$ cat src/hw/rtl/assert_macros.svh
// ---------------------------------------------------------------------------
// Assertion macros
// Clocked assertion helpers shared by the RTL; empty under synthesis.
// ---------------------------------------------------------------------------
`ifndef ASSERT_MACROS_SVH
`define ASSERT_MACROS_SVH

`ifndef SYNTHESIS
`define ASSERT_CLK(lbl, prop) \
  lbl: assert property (@(posedge clk) disable iff (!rst_n) prop) \
    else $error("assertion failed");
`define ASSERT_ALWAYS(lbl, prop) \
  lbl: assert property (@(posedge clk) prop) \
    else $error("assertion failed");
`else
`define ASSERT_CLK(lbl, prop)
`define ASSERT_ALWAYS(lbl, prop)
`endif

`endif

$ cat src/hw/rtl/lfsa_pkg.sv
// ---------------------------------------------------------------------------
// lfsa_pkg
// Shared constants and types of the lowest free slot allocator.
// ---------------------------------------------------------------------------
`default_nettype none

package lfsa_pkg;

  localparam int SLOTS_DEF     = 64;
  localparam int TIME_BITS_DEF = 32;
  localparam int CFG_W         = 7;

  localparam logic [CFG_W-1:0] ACTIVE_RESET = 7'd64;

  localparam logic REQ_ALLOC = 1'b0;
  localparam logic REQ_CLEAR = 1'b1;

  // per-cycle command to the slot bank
  typedef struct packed {
    logic go;
    logic clear;
  } bank_ctl_t;

endpackage

`default_nettype wire

$ cat src/hw/rtl/lfsa_prio_enc.sv
// ---------------------------------------------------------------------------
// lfsa_prio_enc
// Lowest-set-bit isolation and binary encode of the free slot vector.
// ---------------------------------------------------------------------------
`default_nettype none

module lfsa_prio_enc import lfsa_pkg::*; #(
  parameter int SLOTS = SLOTS_DEF,
  parameter int IDX_W = 6
) (
  input  wire logic [SLOTS-1:0] avail,
  output logic      [SLOTS-1:0] grant,
  output logic                  found,
  output logic      [IDX_W-1:0] index
);

  always_comb begin
    grant = avail & (~avail + SLOTS'(1));
    found = |avail;
    index = '0;
    for (int i = 0; i < SLOTS; i++) begin
      index = index | (grant[i] ? IDX_W'(i) : IDX_W'(0));
    end
  end

endmodule

`default_nettype wire

$ cat src/hw/rtl/lfsa_slot_bank.sv
// ---------------------------------------------------------------------------
// lfsa_slot_bank
// Per-slot busy flags and free times, release compare and grant update.
// ---------------------------------------------------------------------------
`default_nettype none

module lfsa_slot_bank import lfsa_pkg::*; #(
  parameter int SLOTS     = SLOTS_DEF,
  parameter int TIME_BITS = TIME_BITS_DEF
) (
  input  wire logic                 clk,
  input  wire logic                 rst_n,
  input  wire bank_ctl_t            ctl,
  input  wire logic [TIME_BITS-1:0] arrive,
  input  wire logic [TIME_BITS-1:0] leave,
  input  wire logic [CFG_W-1:0]     active,
  input  wire logic [SLOTS-1:0]     grant,
  output logic      [SLOTS-1:0]     avail
);

  localparam int CNT_W = ($clog2(SLOTS + 1) > CFG_W) ? $clog2(SLOTS + 1) : CFG_W;

  logic [SLOTS-1:0]     busy_r;
  logic [SLOTS-1:0]     busy_nxt;
  logic [SLOTS-1:0]     held;
  logic [TIME_BITS-1:0] free_r [SLOTS];
  logic [CNT_W-1:0]     limit;

  assign limit = CNT_W'(active);

  always_comb begin
    for (int i = 0; i < SLOTS; i++) begin
      held[i]  = busy_r[i] && !(free_r[i] < arrive);
      avail[i] = !held[i] && (CNT_W'(i) < limit);
    end
    busy_nxt = busy_r;
    if (ctl.go) begin
      busy_nxt = ctl.clear ? '0 : (held | grant);
    end
  end

  always_ff @(posedge clk) begin
    if (!rst_n) begin
      busy_r <= '0;
    end else begin
      busy_r <= busy_nxt;
    end
  end

  always_ff @(posedge clk) begin
    for (int i = 0; i < SLOTS; i++) begin
      if (ctl.go && !ctl.clear && grant[i]) begin
        free_r[i] <= leave;
      end
    end
  end

endmodule

`default_nettype wire

$ cat src/hw/rtl/lowest_free_slot_allocator_top.sv
// ---------------------------------------------------------------------------
// lowest_free_slot_allocator_top
// Path: an accepted item moves from the input register to the result
// register, where out_valid rises; a stalled output holds both in place.
// Throughput: 1 item per cycle unless the output stalls; the slot compare and
// priority encode sit between the input register and the result register.
// Reset: synchronous active low; all slots free, active_slots = 64.
// ---------------------------------------------------------------------------
`default_nettype none
`include "assert_macros.svh"

module lowest_free_slot_allocator_top import lfsa_pkg::*; #(
  parameter int SLOTS     = SLOTS_DEF,
  parameter int TIME_BITS = TIME_BITS_DEF,
  parameter int IDX_W     = (SLOTS > 1) ? $clog2(SLOTS) : 1
) (
  input  wire logic                 clk,
  input  wire logic                 rst_n,
  input  wire logic                 in_valid,
  output logic                      in_stall,
  input  wire logic                 in_req_type,
  input  wire logic [TIME_BITS-1:0] in_arrive_time,
  input  wire logic [TIME_BITS-1:0] in_leave_time,
  output logic                      out_valid,
  input  wire logic                 out_stall,
  output logic                      out_granted,
  output logic      [IDX_W-1:0]     out_slot_index,
  input  wire logic                 cfg_valid,
  output logic                      cfg_ready,
  input  wire logic [CFG_W-1:0]     cfg_data
);

  logic                 s1_valid_r, s1_valid_nxt;
  logic                 s1_clear_r;
  logic [TIME_BITS-1:0] s1_arrive_r;
  logic [TIME_BITS-1:0] s1_leave_r;
  logic                 out_valid_r, out_valid_nxt;
  logic                 out_granted_r;
  logic [IDX_W-1:0]     out_index_r;
  logic [CFG_W-1:0]     active_r;

  logic                 adv;
  logic                 in_acc;
  bank_ctl_t            ctl;
  logic [SLOTS-1:0]     avail;
  logic [SLOTS-1:0]     grant;
  logic                 found;
  logic [IDX_W-1:0]     index;

  assign cfg_ready = 1'b1;

  assign adv       = !out_valid_r || !out_stall;
  assign in_stall  = s1_valid_r && !adv;
  assign in_acc    = in_valid && !in_stall;
  assign ctl.go    = s1_valid_r && adv;
  assign ctl.clear = (s1_clear_r == REQ_CLEAR);

  assign s1_valid_nxt  = in_acc ? 1'b1 : (ctl.go ? 1'b0 : s1_valid_r);
  assign out_valid_nxt = ctl.go ? 1'b1 : (out_stall ? out_valid_r : 1'b0);

  always_ff @(posedge clk) begin
    if (!rst_n) begin
      s1_valid_r  <= 1'b0;
      out_valid_r <= 1'b0;
      active_r    <= ACTIVE_RESET;
    end else begin
      s1_valid_r  <= s1_valid_nxt;
      out_valid_r <= out_valid_nxt;
      if (cfg_valid && cfg_ready) begin
        active_r <= cfg_data;
      end
    end
  end

  always_ff @(posedge clk) begin
    if (in_acc) begin
      s1_clear_r  <= in_req_type;
      s1_arrive_r <= in_arrive_time;
      s1_leave_r  <= in_leave_time;
    end
    if (ctl.go) begin
      out_granted_r <= !ctl.clear && found;
      out_index_r   <= (!ctl.clear && found) ? index : '0;
    end
  end

  lfsa_slot_bank #(
    .SLOTS     (SLOTS),
    .TIME_BITS (TIME_BITS)
  ) u_bank (
    .clk    (clk),
    .rst_n  (rst_n),
    .ctl    (ctl),
    .arrive (s1_arrive_r),
    .leave  (s1_leave_r),
    .active (active_r),
    .grant  (grant),
    .avail  (avail)
  );

  lfsa_prio_enc #(
    .SLOTS (SLOTS),
    .IDX_W (IDX_W)
  ) u_enc (
    .avail (avail),
    .grant (grant),
    .found (found),
    .index (index)
  );

  assign out_valid      = out_valid_r;
  assign out_granted    = out_granted_r;
  assign out_slot_index = out_index_r;

  `ASSERT_CLK(a_grant_onehot, $onehot0(grant))
  `ASSERT_CLK(a_stall_needs_item, !s1_valid_r |-> !in_stall)
  `ASSERT_CLK(a_go_gives_result, ctl.go |=> out_valid_r)
  `ASSERT_CLK(a_refused_index_zero, (out_valid_r && !out_granted_r) |-> (out_index_r == '0))

endmodule

`default_nettype wire
$ cat config.mk
export PLATFORM = sky130hd
export DESIGN_NAME = lowest_free_slot_allocator_top
export DESIGN_NICKNAME = d
export VERILOG_FILES = /design/src/hw/rtl/lfsa_pkg.sv /design/src/hw/rtl/lfsa_prio_enc.sv /design/src/hw/rtl/lfsa_slot_bank.sv /design/src/hw/rtl/lowest_free_slot_allocator_top.sv
export VERILOG_INCLUDE_DIRS = /design/src /design/src/hw/rtl
export SDC_FILE = /design/constraint.sdc
export NUM_CORES = 2
export LEC_CHECK = 0
export ABC_AREA = 1
export BUFFER_PORTS_ARGS = -buffer_cell sky130_fd_sc_hd__clkbuf_2
export CAP_MARGIN = 20
export CORE_MARGIN = 2
export CORE_UTILIZATION = 35
export DETAILED_ROUTE_END_ITERATION = 12
export RECOVER_POWER = 100
export SLEW_MARGIN = 20
export SYNTH_ARGS = -nofsm -noshare
export SYNTH_HDL_FRONTEND = slang
export SYNTH_HIERARCHICAL = 1
export SYNTH_SLANG_ARGS = --single-unit
$ cat constraint.sdc
create_clock -name clk -period 5.4 [get_ports clk]
set_clock_uncertainty 0.15 [all_clocks]
set_input_delay 0.27 -clock clk [delete_from_list [all_inputs] [get_ports clk]]
set_output_delay 0.27 -clock clk [all_outputs]
set_load 0.1 [all_outputs]
Word-level counts from Yosys, hierarchy flattened
Memory sizes are Yosys's and may differ from the RTL's.
Cells that the tools add are included.
{"block": "totals", "regBits": 145, "latchBits": 0, "ramBits": 2048, "romBits": 0, "output_inout_bits": 10, "word_cells": 986, "n_memories": 1}
{"block": "classes", "addsub": 1, "multipliers": 0, "n_div": 0, "magnitude_cmp": 128, "n_eq_ne": 1, "shift": 0, "muxes": 385, "n_bitwise": 65, "n_reduce_logical": 396}
{"name": "u_bank.free_r", "words": 64, "word_bits": 32, "rd": 64, "rd_clocked_by_memory_dff": 0, "write_ports": 1, "line_no": "lfsa_slot_bank.sv:26", "text": "logic [TIME_BITS-1:0] free_r [SLOTS];"}
{"operator": "less-than comparator 32 bit", "n": 64}
{"operator": "two-way mux 32 bit", "n": 63}
{"operator": "OR reduction 32 bit", "n": 63}
{"operator": "two-way mux 6 bit", "n": 95}
{"operator": "bitwise OR 6 bit", "n": 62}
{"operator": "less-than comparator 6 x 7 -> 1 bit (first input constant)", "n": 32}
{"operator": "logical AND 1 bit", "n": 197}
{"operator": "two-way mux 1 bit", "n": 196}
{"operator": "logical NOT 1 bit", "n": 133}
{"operator": "less-than comparator 5 x 7 -> 1 bit (first input constant)", "n": 16}
{"operator": "two-way mux 5 bit", "n": 16}
{"operator": "adder 64 x 1 -> 64 bit (second input constant)", "n": 1}
{"operator": "bitwise AND 64 bit", "n": 1}
{"operator": "two-way mux 64 bit", "n": 1}
{"operator": "inverter 64 bit", "n": 1}
{"operator": "bitwise OR 64 bit", "n": 1}
{"operator": "OR reduction 64 bit", "n": 1}
{"operator": "less-than comparator 4 x 7 -> 1 bit (first input constant)", "n": 8}
{"operator": "two-way mux 4 bit", "n": 8}
{"operator": "less-than comparator 3 x 7 -> 1 bit (first input constant)", "n": 4}
{"operator": "less-than comparator 1 x 7 -> 1 bit (first input constant)", "n": 2}
{"operator": "less-than comparator 2 x 7 -> 1 bit (first input constant)", "n": 2}
{"operator": "two-way mux 3 bit", "n": 4}
{"operator": "two-way mux 2 bit", "n": 2}
{"operator": "other kinds (3)", "n": 3}

Logic depth before layout (Yosys ltp)
An unclocked memory read counts as a cell.
{"block": "logic_depth", "depth_word": 76, "mapped_depth": 29}

Modules after synthesis
Netlist, hierarchy kept.
{"mod": "lfsa_slot_bank", "instances": 1, "cells_each": 9327, "area_each_um2": 109999.2, "seq_area_each_um2": 62780.2}
{"mod": "lowest_free_slot_allocator_top", "instances": 1, "cells_each": 131, "area_each_um2": 2549.9, "seq_area_each_um2": 2342.2}
{"mod": "lfsa_prio_enc", "instances": 1, "cells_each": 549, "area_each_um2": 2388.5, "seq_area_each_um2": 0.0}

Least setup slack after synthesis
No wires, ideal clock.
{"block": "synth_timing", "path_type": "reg2reg", "start": "reg s1_arrive_r[15]", "end": "mem u_bank/free_r[1][800] (netlist bit) (enable)", "setup_ns": 0.421, "arrival_time_ns": 4.712, "t_required_ns": 4.829, "path_slack_ns": 0.117, "stages_incl_launch_ff": 21, "n_path_buf": 0, "period_less_slack_ns": 5.283, "cell_sequence": "edfxtp_1 inv_1 ha_1 nand2_1 inv_1 nand3_1 nor3_1 nand2_1 nand2_1 nand2_1 nand2_1 a22oi_1 nor2_4 nand2_2 nor2_8 nand2_2 nor2_2 nand3_1 inv_1 inv_1 nor2_1"}
{"block": "synth_between", "word_cells_on_any_way": 704, "cone_classes": "add/sub: 1; order compare: 64; mux: 254; bitwise: 2; reduce/logical: 383"}
{"item": "from (decl)", "line_no": "lowest_free_slot_allocator_top.sv:35", "text": "logic [TIME_BITS-1:0] s1_arrive_r;"}
{"item": "from (signal assigned)", "line_no": "lowest_free_slot_allocator_top.sv:78", "text": "s1_arrive_r <= in_arrive_time;"}
{"item": "less-than comparator 32 bit (*)", "line_no": "lfsa_slot_bank.sv:33", "text": "held[i] = busy_r[i] && !(free_r[i] < arrive);"}
{"item": "logical NOT 1 bit (*)", "line_no": "lfsa_slot_bank.sv:33"}
{"item": "logical AND 1 bit (*)", "line_no": "lfsa_slot_bank.sv:33"}
{"item": "logical NOT 1 bit (*)", "line_no": "lfsa_slot_bank.sv:34", "text": "avail[i] = !held[i] && (CNT_W'(i) < limit);"}
{"item": "logical AND 1 bit (*)", "line_no": "lfsa_slot_bank.sv:34"}
{"item": "net avail[0]", "line_no": "lowest_free_slot_allocator_top.sv:45", "text": "logic [SLOTS-1:0] avail;"}
{"item": "inverter 64 bit (*)", "line_no": "lfsa_prio_enc.sv:18", "text": "grant = avail & (~avail + SLOTS'(1));"}
{"item": "adder 64 x 1 -> 64 bit (*)", "line_no": "lfsa_prio_enc.sv:18"}
{"item": "bitwise AND 64 bit (*)", "line_no": "lfsa_prio_enc.sv:18"}
{"item": "net grant[57]", "line_no": "lowest_free_slot_allocator_top.sv:46", "text": "logic [SLOTS-1:0] grant;"}
{"item": "logical AND 1 bit (*)", "line_no": "lfsa_slot_bank.sv:52", "text": "if (ctl.go && !ctl.clear && grant[i]) begin"}
{"item": "two-way mux 1 bit (*)", "line_no": "lfsa_slot_bank.sv:52"}
{"item": "two-way mux 1 bit (implied by the code) (*)", "line_no": "lfsa_slot_bank.sv:53", "text": "free_r[i] <= leave;"}
{"item": "OR reduction 32 bit (no line)"}
{"item": "two-way mux 6 bit (no line) / two-way mux 1 bit (equally long branches) (7 in a row)"}
{"item": "to (decl)", "line_no": "lfsa_slot_bank.sv:26"}
Mark *: on every way through the listed nets, which the timed path passes. The rest lies on a longest branch.

Final worst setup path
{"block": "layout_timing", "start": "reg s1_arrive_r[14]", "end": "mem u_bank/free_r[1][615] (netlist bit) (enable)"}
{"block": "layout_between", "word_cells_on_any_way": 704, "cone_classes": "add/sub: 1; order compare: 64; mux: 254; bitwise: 2; reduce/logical: 383"}
{"item": "less-than comparator 32 bit (*)", "line_no": "lfsa_slot_bank.sv:33"}
{"item": "logical NOT 1 bit (*)", "line_no": "lfsa_slot_bank.sv:33"}
{"item": "logical AND 1 bit (*)", "line_no": "lfsa_slot_bank.sv:33"}
{"item": "logical NOT 1 bit (*)", "line_no": "lfsa_slot_bank.sv:34"}
{"item": "logical AND 1 bit (*)", "line_no": "lfsa_slot_bank.sv:34"}
{"item": "net avail[5]", "line_no": "lowest_free_slot_allocator_top.sv:45"}
{"item": "inverter 64 bit (*)", "line_no": "lfsa_prio_enc.sv:18"}
{"item": "adder 64 x 1 -> 64 bit (*)", "line_no": "lfsa_prio_enc.sv:18"}
{"item": "bitwise AND 64 bit (*)", "line_no": "lfsa_prio_enc.sv:18"}
{"item": "net grant[51]", "line_no": "lowest_free_slot_allocator_top.sv:46"}
{"item": "logical AND 1 bit (*)", "line_no": "lfsa_slot_bank.sv:52"}
{"item": "two-way mux 1 bit (*)", "line_no": "lfsa_slot_bank.sv:52"}
{"item": "two-way mux 1 bit (implied by the code) (*)", "line_no": "lfsa_slot_bank.sv:53"}
{"item": "OR reduction 32 bit (no line)"}
{"item": "two-way mux 6 bit (no line) / two-way mux 1 bit (equally long branches) (13 in a row)"}
Marks and branches as above.

==> metrics.md <==
| Metric | Value |
|---|---|
| Crit-path max FO | 28 |
| Worst hold path stage count | 4 |
| Mapped Cells | 10000 |
| Switching power | 0.00934 W |
| First-pass GRT wire length | 502000 um |
| First-iteration detailed-routing DRC count | 7035 |
| CTS clk-pin slew, worst paths | around 0.06 ns |
| Mapped Avg Cell Area | about 11 um^2 |
| Clk root buf | clkbuf_16 |
| Final Wtd Congestion | 1.01 |
| Die width | 577 um |
| RSZ-0062 raised after global routing | false |
| Max cap viols | 44 |
| Setup TNS | 0 ns |
| Cell Int Power | approximately 0.029 W |
| Clk pwr share | 0.418 |
| Ys flop type | edfxtp_1 |
| Synth top area cells | edfxtp_1, ha_1, nand2_1 |
| #FFs+latches synth | about 2200 |
| Row count | 210 |
| Final worst path period need | between 5 and 6 ns |
| Share of the synthesized area in the top cell type | 0.554 |
| CTS tree | done |
| Die area | approximately 330000 um^2 |
| Worst hold slack | about 0.025 ns |
| Async set-reset flop share out of synthesis | 0 |
| DIE HEIGHT | 577 um |
| Vias in the first global route | about 76000 |
| Total number of vias | around 80000 |
| Ports | slightly below 90 |
| Core Area | about 330000 um^2 |
| Crit share post-route | 0.953 |
| Residual DRC | 0 |
| GRT Total Usage | 0.205 |
| TritonCTS Sinks | approximately 2200 |
| Longest Clk Path Bufs | 4 |
| Sw Ratio | 0.245 |
| Synth Area in Adders | 0.216 |
| Largest net degree at the start of global routing | 78 |
| Dpl hpwl | 230000 um |
| Sequential cell area | about 65000 um^2 |
| Multi-input gate area | between 40000 and 50000 um^2 |
| Max IR drop VDD | 0.000261 V |
| Synth Area in Compound Gates | 0.0666 |
| Worst Tran Pin Value | ~4.5 ns |
| Initial antenna violation count | 12 |
| Endpoint class of the critical path | register |
| Post-DRT Antenna Nets | 0 |
| Mapped cell area | approximately 110000 um^2 |
| Share of layout cells above drive strength 1 | 0.0793 |
| Filler Cell Count | around 30000 |
| Multiplexer share of the synthesized area | 0 |
| Slew Viols, Final | 1606 |
| Status | complete, but fails checks |
| Pleak | ~55 nW |
| F_max | about 200 MHz |
| Pwr per Cell Area | ~290 nW/um^2 |
| Violated checks | capacitance limit, slew limit |
| Nets | approximately 13000 |
| WL per Instance | roughly 22 um |
| CTS buffer count | between 200 and 250 |
| Area grow syn2layout | 16.2% |
| Post-synthesis xor/xnor area fraction | 0 |
| H-tree depth | 4 |
| Yosys Warn Count | 6 |
| Commonest non-fill, non-tap cell in the layout | nand2_1 |
| Largest family of logic cells by synthesized area | adder cells |
| Vias per Instance | about 5 |
| Crit path launch type | register |
| WS Path Type | register to register |
| Share of the yosys chip area belonging to registers | 0.567 |
| Crit path required time | between 5 and 6 ns |
| Commonest cells after routing, fill and taps aside | nand2_1, edfxtp_1, ha_1, a21oi_1, inv_1 |
| Simple-Gate Fraction of Synth Area | 0.121 |
| Combinational Power Share | 0.089 |
| Hold Crit Class | input pin to register |
| PortBufs | 85 |
| DRT Pass-1 Iters | 8 |
| Final Util | 0.408 |
| Crit path DAT | 5.54 ns |
| Final Setup Violations | 0 |
| Syn_nets | roughly 12000 |
| Total congestion overflow | 0 |
| Clk_lat worst skew | about 0.94 ns |
| Number of distinct library cells after synthesis | 36 |
| Reg power frac | 0.493 |
| Final Hold Fails | 0 |
| EDFF count, synth | ~2100 |
| Synth area leader | edfxtp_1 |
| Initial Util | 0.351 |
| R2R cell count | 24 |
| Slew headroom | -2.02 |
| Overall routed net length | around 340000 um |
[repair_timing]
item,4_1_cts,5_1_grt
buffers inserted,0,0
hold buffers,155,0
hold endpoints to repair,112,0
setup endpoints to repair,0,1
resized for setup,0,1
[power by group through the flow]
stage               combinational (W)  clock, W  sequential (W)
detailed placement            0.00332         0          0.0191
CTS                           0.00343    0.0162          0.0188
global route                  0.00378    0.0169          0.0188
global placement              0.00328         0          0.0191
finish                        0.00340    0.0159          0.0188
floorplan                     0.00162         0          0.0192
[layout make-up]
type / instances / share of cell area
inverter: 837 / 0.0242
timing repair buffer: 650 / 0.0419
clock buffer: 308 / 0.0484
antenna: 7 / 0.000131
multi-input combinational: 6930 / 0.350
tap: 4346 / 0.0407
sequential: 2193 / 0.487
clock inverter: 127 / 0.00741
[kinds of logic after synthesis]
family                     Yosys count
AOI/OAI and AO/OA                 1502
buffers and inverters              884
adders and majority gates         1984
other                                1
and+or+nand+nor                   3443
DFF                               2193
[layer usage]
layer | GRT usage | vias up | part of all wire
li1 | - | 37500 | -
met5 | 0 | - | 0.00014
met4 | 0.0718 | 2 | 0.040
met2 | 0.332 | 2335 | 0.45
met1 | 0.282 | 38100 | 0.45
met3 | 0.0255 | 495 | 0.063
[flip-flops by register name (all words and copies together), names as in the netlist]
signal	count
u_bank/busy_r	64
s1_clear_r	1
active_r	7
u_bank/free_r	2048
s1_leave_r	32
out_slot_index	6
out_granted	1
out_valid	1
s1_valid_r	1
s1_arrive_r	32
[critical path: stages (launching register included)]
cell	delay, ns
edfxtp_1	0.41
inv_4	0.43
buf_12	0.25
buf_4	0.17
ha_1	0.13
nand2_1	0.06
inv_1	0.05
nand3_1	0.10
nor3_1	0.16
nand2_1	0.07
nand2_1	0.19
nand2_1	0.08
nand2_1	0.18
a22oi_1	0.14
nor2_1	0.30
nand2_2	0.15
nor2_1	0.12
nand2_1	0.12
nor2_2	0.13
clkbuf_1	0.32
nand3_1	0.20
inv_1	0.14
inv_1	0.06
nor2_1	0.14
clkbuf_4	0.47
[Yosys cell counts (5+ instances only)]
master / instances
a21oi_1: 1090
a22oi_1: 7
buf_1: 6
buf_2: 6
buf_6: 7
clkbuf_1: 25
dfxtp_1: 73
edfxtp_1: 2120
ha_1: 1984
inv_1: 828
inv_2: 9
nand2_1: 2131
nand2_2: 6
nand3_1: 273
nand3b_1: 25
nand4_1: 82
nor2_1: 745
nor2_2: 12
nor2_4: 5
nor3_1: 147
o21a_1: 40
o21ai_0: 355
[worst paths after layout]
path / from / to / slack [ns]
min reg2reg: u_bank/busy_r[1] / u_bank/busy_r[1] / 0.35
max reg2reg: s1_arrive_r[14] / u_bank/free_r[1][615] / 0.26
max: s1_arrive_r[14] / u_bank/free_r[1][615] / 0.26
min: rst_n / u_bank/busy_r[41] / 0.03
[per-stage QoR]
| step | power, W | instances | cell area, um^2 | worst slack, ns |
|---|---|---|---|---|
| floorplan | 0.0208 | 10000 | 115000 | 0.117 |
| global placement | 0.0224 | 14800 | 126000 | 0.349 |
| detailed placement | 0.0225 | 14800 | 126000 | 0.421 |
| CTS | 0.0384 | 15400 | 135000 | 0.319 |
| global route | 0.0394 | 15400 | 134000 | 0.0257 |
| finish | 0.0381 | 15400 | 134000 | 0.255 |
(Power assumes the default switching activity.)
